==> config.mk <==
export PLATFORM = sky130hd
export DESIGN_NAME = cgc_fifo
export DESIGN_NICKNAME = d
export VERILOG_FILES = /design/src/hw/rtl/cgc_fifo.sv
export SDC_FILE = /design/constraint.sdc
export NUM_CORES = 1
export LEC_CHECK = 0
export CAP_MARGIN = 20
export CORE_UTILIZATION = 38
export DETAILED_ROUTE_END_ITERATION = 12
export DONT_BUFFER_PORTS = 1
export GPL_ROUTABILITY_DRIVEN = 0
export SLEW_MARGIN = 15
export SYNTH_ARGS = -nofsm -noshare
export SYNTH_HDL_FRONTEND = slang
export SYNTH_SLANG_ARGS = --single-unit
==> constraint.sdc <==
create_clock -name clk -period 1.5 [get_ports clk]
set_input_delay 0.225 -clock clk [delete_from_list [all_inputs] [get_ports clk]]
set_output_delay 0.225 -clock clk [all_outputs]
set_load 0.05 [all_outputs]
==> src/hw/rtl/cgc_fifo.sv <==
module cgc_fifo #(
  parameter int WIDTH = 8,
  parameter int DEPTH = 2
) (
  input  logic                         clk,
  input  logic                         rst,
  input  logic                         push,
  input  logic [WIDTH-1:0]             wdata,
  input  logic                         pop,
  output logic [WIDTH-1:0]             rdata,
  output logic [$clog2(DEPTH+1)-1:0]   count
);

  localparam int AW = $clog2(DEPTH);

  logic [WIDTH-1:0] mem [DEPTH];
  logic [AW-1:0]    wr_ptr;
  logic [AW-1:0]    rd_ptr;

  always_ff @(posedge clk) begin
    if (rst) begin
      wr_ptr <= '0;
      rd_ptr <= '0;
      count  <= '0;
    end else begin
      if (push) begin
        mem[wr_ptr] <= wdata;
        wr_ptr      <= wr_ptr + 1'b1;
      end
      if (pop) begin
        rd_ptr <= rd_ptr + 1'b1;
      end
      if (push && !pop) begin
        count <= count + 1'b1;
      end else if (pop && !push) begin
        count <= count - 1'b1;
      end
    end
  end

  assign rdata = mem[rd_ptr];

endmodule

After elaboration in Yosys (flattened, before gate mapping) --
Memories as Yosys holds them, arrays and structs flattened. A register that Yosys moved wholly into a read port is not among the register bits. Cells that the tools add are included.
Word-level totals: register bits after elaboration 4, latch bits 0, bits in writable memories 16, memory bits (read-only) 0, input bits 12, output and inout port bits 10, word-level logic and storage cells 20, memories 1
Operators by class: $add $sub $neg 4, multipliers 0, div/mod/pow operators 0, $lt $le $gt $ge 0, equality and inequality tests 0, shift operators 0, mux-type cells 7, bitwise operators 0, reductions and logical operators 5
Memories:
- mem | depth 2, bits a word 8, read ports 1, clocked after Yosys merged registers in 1, wr ports 1, line 16 | logic [WIDTH-1:0] mem [DEPTH];
Operators by type and width (count):
- 1-bit two-way mux | 5
- 2-bit two-way mux | 2
- 1-bit adder, second input constant | 2
- 2-bit by 1-bit adder with 2-bit output, second input constant | 1
- 1-bit logical AND | 2
- 1-bit logical NOT | 2
- 2-bit nonzero test | 1
- 2-bit by 1-bit subtractor with 2-bit output, second input constant | 1

Logic depth before layout (Yosys ltp) --
Gate-level depths: netlist of run 1.
depth in word-level cells 4, depth in mapped cells 5, depth with buffers taken out 5

Worst setup path after synthesis of run 1 --
No wires, ideal clock.
path type register -> register, start point reg wr_ptr, end point mem mem[0][0] (enable), setup time 0.385 ns, arrival 1.001 ns, data required time 1.115 ns, setup slack 0.114 ns, cell stages (with the launch flop) 2, buffers on the path 0, clock period less this slack 1.386 ns, path through dfxtp_1 > nor3b_1
RTL lines:
- start, declared | line 17 | logic [AW-1:0] wr_ptr;
- start signal, assigned | line 28 | wr_ptr <= wr_ptr + 1'b1;
- end, declared | line 16
No word-level cell before the write port.

==> metrics, run 1 <==
Startpoint Class=register; crit path buf inv count=0; Nets=74; worst clock skew=0.00647 ns; average via count per standard cell=4.85; max_slew headroom=0.755; WL final=1220 µm; post-route ant nets=0; Max Freq=687 MHz; Pins Over Slew Limit=0; number of antenna violations at the first check in global routing=0; area of all sequential standard cells=582 µm²; GRT overflow=0; # diodes=0; mapped cell area=774 µm²; peak supply drop=0.724 mV; Leak=0.339 nW; final cycle utilization of the critical path=0.970; # clock sinks=21; post-synth cell types=14; Crit Path Max Fanout=8; DRC errors left=0; final setup vio count=0; fin crit period=1.45 ns; vias=412; WS Path Type=register to output pin; Total Power=1.15 mW; Area contributors post-synth=edfxtp_1, dfxtp_1, mux2_2; clock root cell=clkbuf_4; outcome=finished, final reports clean; MaxCap Viol Count=0; TritonCTS clock tree=built; Critical Path, Cell by Cell=mux2_2; synth warn=0; PD cells=1220 nW/µm²; syn avg cell area=17.2 µm²; highest-delay cell along the critical path=mux2_2; synthesized instance count=45; clk_lat worst skew=0.29 ns; Net Count, Synth=58; sequential element share of the synthesized area=0.750; Wirelength per Cell=14.3 µm; post-synth top area share=0.620; area of the multi-input gates=185 µm²; Initial Util=0.425; cell taking the most area after synthesis=edfxtp_1; clk slew on worst S/H paths=0.11 ns; RSZ-0062 raised after global routing=yes; Final HPWL DP=900 µm; Die Height=47.1 µm; post-CTS setup buffer count=0; CP arrival=1.23 ns; via count of the first global-routing pass=384; delay-heaviest family, CP=multiplexers; share of layout cells above drive strength 1=0.267; Worst EP required=1.27 ns; die area=2220 µm²; 1st-pass router iterations=4; 1st-iter DRT viols=17; placed cells=72; fillers=163; largest net degree at the start of global routing=13; CP max stage delay=0.49 ns; worst slew pin tran=0.367 ns; Syn-to-layout area delta=21.6%; I/O Pins=22; Final Non-Filler Cells=85; die extent in x=47.1 µm; CTS H-tree lvls=1; port buffer count=0; HP Class=input port to register; #FFs+latches synth=21; Num CTS Buffers=3; Final Hold Fails=0; Core Rows=15; Tot GR Track Use=0.127; Core Area=1820 µm²; first-pass GRT wire length=1720 µm; Max clock buf depth=2; crit end category=output pin
==> layer usage <==
metal / share of wire / up-vias / track usage / wire [µm]
met3: 0.049 / 0 / 0.0654 / 60
met4: 0 / 0 / 0.0686 / 0
met2: 0.56 / 17 / 0.206 / 679
met1: 0.39 / 198 / 0.134 / 478
met5: 0 / - / 0 / 0
li1: - / 197 / - / -
==> synth_stat cells (all sizes together) <==
master  count
a21oi       1
and3b       1
buf         1
dfxtp       5
edfxtp     16
ha          1
inv         1
mux2        8
nor2        4
nor3b       1
o21ai       1
or3         1
xnor2       2
xor2        2
==> through the flow <==
step,TNS [ns],utilization,cell area [µm²],setup slack (ns),hold slack (ns)
finish,0,0.518,942,0.0454,0.108
global route,-0.120,0.518,942,-0.0161,0.0753
detailed placement,0,0.452,823,0.252,0.297
CTS,0,0.474,862,0.0177,0.00304
floorplan,0,-,774,0.114,0.294
global placement,0,0.452,823,0.254,0.295
==> timing repair <==
action,4_1_cts,5_1_grt
gates resized for setup,1,0
hold buffers,1,8
hold endpoints to repair,5,16
endpoints found under the setup margin,8,8
==> final timing paths <==
kind	slack, ns	depth (start not counted)	end	startpoint
max	0.05	1	rdata[4]	register
min reg2reg	0.49	2	count[1]$_SDFFE_PP0P_	count[1]$_SDFFE_PP0P_
max reg2reg	0.38	1	mem[1][2]$_DFFE_PP_	wr_ptr$_SDFFE_PP0P_
min	0.11	2	wr_ptr$_SDFFE_PP0P_	push
==> cells in the final DEF (no fill, tap or decap), drive strengths merged <==
cell / Yosys / routed
a21oi: 1 / 1
and3b: 1 / 1
buf: 1 / 3
clkbuf: 0 / 3
clkinv: 0 / 1
dfxtp: 5 / 5
dlygate4sd3: 0 / 9
edfxtp: 16 / 16
ha: 1 / 1
inv: 1 / 1
mux2: 8 / 8
nor2: 4 / 4
nor3b: 1 / 1
o21ai: 1 / 1
or3: 1 / 1
xnor2: 2 / 2
xor2: 2 / 2
==> cell families (layout without fill, tap and decap cells) <==
family / Yosys count / after routing / share of synthesized area
AO/OA/AOI/OAI: 2 / 2 / 0.0129
XOR/XNOR: 4 / 4 / 0.0452
adder cells (fa/ha/maj): 1 / 1 / 0.0162
buffers and inverters: 2 / 17 / 0.0113
flip-flops: 21 / 21 / 0.750
multiplexers: 8 / 8 / 0.116
AND/OR/NAND/NOR: 7 / 7 / 0.0485
==> power breakdown <==
part / total (mW) / internal, mW / switching (mW)
Sequential: 0.681 / 0.661 / 0.0205
Combinational: 0.214 / 0.0702 / 0.143
Clock: 0.254 / 0.0991 / 0.155
==> sequential cells by signal (all words and copies together), names as in the netlist, named ones only <==
| signal | flops |
|---|---|
| count | 2 |
| wr_ptr | 1 |
| mem | 16 |
| rd_ptr | 1 |
==> cell type report <==
class                      count  area share
multi-input combinational     22       0.197
clock inverter                 1     0.00531
sequential                    21       0.618
tap                           25      0.0332
clock buffer                   3      0.0239
inverter                       1     0.00398
timing repair buffer          12       0.120
No activity file was read; power rests on OpenSTA's default activity.
==> run 2: changes to the inputs <==
- ABC_AREA: not set -> 1
==> metrics, run 2 <==
Startpoint Class=register; 1st-pass router iterations=3; Core Rows=16; crit end category=output pin; post-synth cell types=14; Worst EP required=1.27 ns; MaxCap Viol Count=0; Pins Over Slew Limit=0; Max Freq=697 MHz; clk_lat worst skew=0.29 ns; Hold Crit Start=rst; Final Hold Fails=0; Syn-to-layout area delta=22.8%; Worst Hold Depth=3; RSZ-0062 raised after global routing=no; Placed Area=908 µm²; Die Height=48.9 µm; number of antenna violations at the first check in global routing=0; die extent in x=48.9 µm; r2r setup slk=0.44 ns; # clock sinks=21; mapped cell area=836 µm²; worst slew pin tran=0.178 ns; max_slew headroom=0.881; setup_tns=0 ns; HP Class=input port to register; I/O Pins=22; worst clock skew=0.00323 ns; Tot GR Track Use=0.105; synthesized instance count=57; max layer used=met3; final setup vio count=0; met2 WL post-DR=596 µm; syn avg cell area=14.7 µm²; average via count per standard cell=4.59; Largest Register=mem; Crit Path Max Fanout=6; post-CTS setup buffer count=0; largest net degree at the start of global routing=12; Wirelength per Cell=11.4 µm; max reg flops=16; port buffer count=0; first-pass GRT wire length=1850 µm; #FFs+latches synth=21; top_reg_cell synth=edfxtp_1; final cycle utilization of the critical path=0.957; Core Area=2020 µm²; synth warn=0; CTS H-tree lvls=1; vias=464; post-synth top area share=0.575; GRT overflow=0; WL final=1150 µm; Reg2Reg Depth=3; Final HPWL DP=878 µm; TritonCTS clock tree=built; via count of the first global-routing pass=441; sequential element share of the synthesized area=0.695; post-route ant nets=0; cell taking the most area after synthesis=edfxtp_1; Leak=0.409 nW; met3 wire len=100 µm; Worst Hold Endpoint=count[1]$_SDFFE_PP0P_; most frequent cells after synthesis=edfxtp_1, inv_1, mux2_4; die area=2390 µm²; PD cells=1130 nW/µm²; most common cell after layout, fill and taps aside=edfxtp_1; CP arrival=1.21 ns; WS Path Type=register to output pin; Regs by FF count=mem: 16 flops, count: 2 flops; Area contributors post-synth=edfxtp_1, mux2_4, dfxtp_1; design area=1030 µm²; # diodes=0; Net Count, Synth=70; EDFF count, synth=16; fin crit period=1.44 ns; DRC errors left=0; 1st-iter DRT viols=7; RR Startpoint=wr_ptr$_SDFFE_PP0P_; outcome=finished, final reports clean; count leader, synth=edfxtp_1; clk slew on worst S/H paths=0.10 ns; Num CTS Buffers=3; most frequent cells in the layout=edfxtp_1, inv_1, dlygate4sd3_1; Post-synth ARST share=0; Max clock buf depth=2; share of layout cells above drive strength 1=0.230; Nets=88; peak supply drop=0.695 mV; clock root cell=clkbuf_4; M1 wire length=456 µm; Initial Util=0.413; R2R Path End=mem[1][7]$_DFFE_PP_
-- run 2: changes by cell type in the layout (fill, tap and decap cells not counted), moves of 2 or more --
cell | previous run | this run
xor2_1 | 2 | 0
mux2_2 | 8 | 0
inv_1 | 1 | 9
mux2_4 | 0 | 8
nand2_1 | 0 | 6
-- run 2: worst max path at each step --
stage / start / endpoint / depth (start not counted)
after floorplan: wr_ptr$_SDFFE_PP0P_ / mem[1][0]$_DFFE_PP_ / 2
after global placement: register / rdata[1] / 2
after detailed placement: register / rdata[2] / 2
after CTS: register / rdata[2] / 2
after global routing: register / rdata[2] / 2
final: register / rdata[1] / 2
-- run 2: area by class of cell --
| type | instances | area, µm² |
|---|---|---|
| Inverter | 9 | 33.8 |
| Timing Repair Buffer | 14 | 140 |
| Multi-Input combinational cell | 26 | 210 |
| Tap cell | 27 | 33.8 |
| Sequential cell | 21 | 582 |
| Fill cell | 171 | 996 |
| Clock buffer | 4 | 26.3 |
-- run 2: where the power goes --
group	total (mW)	internal, mW	switching (mW)
sequential	0.668	0.655	0.0124
clock	0.253	0.103	0.149
combinational	0.234	0.0874	0.147
total	1.15	0.846	0.308
-- run 2: per-stage QoR --
step                utilization  setup slack, ns  hold WS [ns]  std cells  power, mW
floorplan                     -            0.131         0.294         57      0.858
global placement          0.449            0.324         0.296         88      0.889
detailed placement        0.449            0.309         0.298         88      0.895
CTS                       0.468           0.0378       0.00393         93       1.16
global route              0.507           0.0187        0.0803        101       1.21
finish                    0.507           0.0645        0.0794        101       1.15
-- run 2: worst max-delay path, cell delays in order (launching register included) --
cell	delay [ns]
dfxtp_2	0.40
buf_12	0.14
mux2_4	0.38
-- run 2: logic make-up (layout without fill, tap and decap cells) --
| kind of cell | Yosys count | after routing | share of synthesized area |
|---|---|---|---|
| muxes | 8 | 8 | 0.144 |
| DFF | 21 | 21 | 0.695 |
| adders and majority gates | 1 | 1 | 0.0150 |
| and+or+nand+nor | 13 | 13 | 0.0644 |
| xor gates and xnor gates | 1 | 1 | 0.0105 |
| AOI/OAI and AO/OA | 3 | 3 | 0.0180 |
| buffers and inverters | 10 | 27 | 0.0539 |
-- run 2: what timing repair did --
item                       CTS  global route
setup endpoints to repair    6             0
hold buffers                 1             8
resized for setup            1             0
hold endpoints to repair     3            16
-- run 2: per-layer routing --
layer | track usage | vias up
met5 | 0 | -
li1 | - | 229
met2 | 0.194 | 19
met1 | 0.0949 | 216
met4 | 0 | 0
met3 | 0.0810 | 0
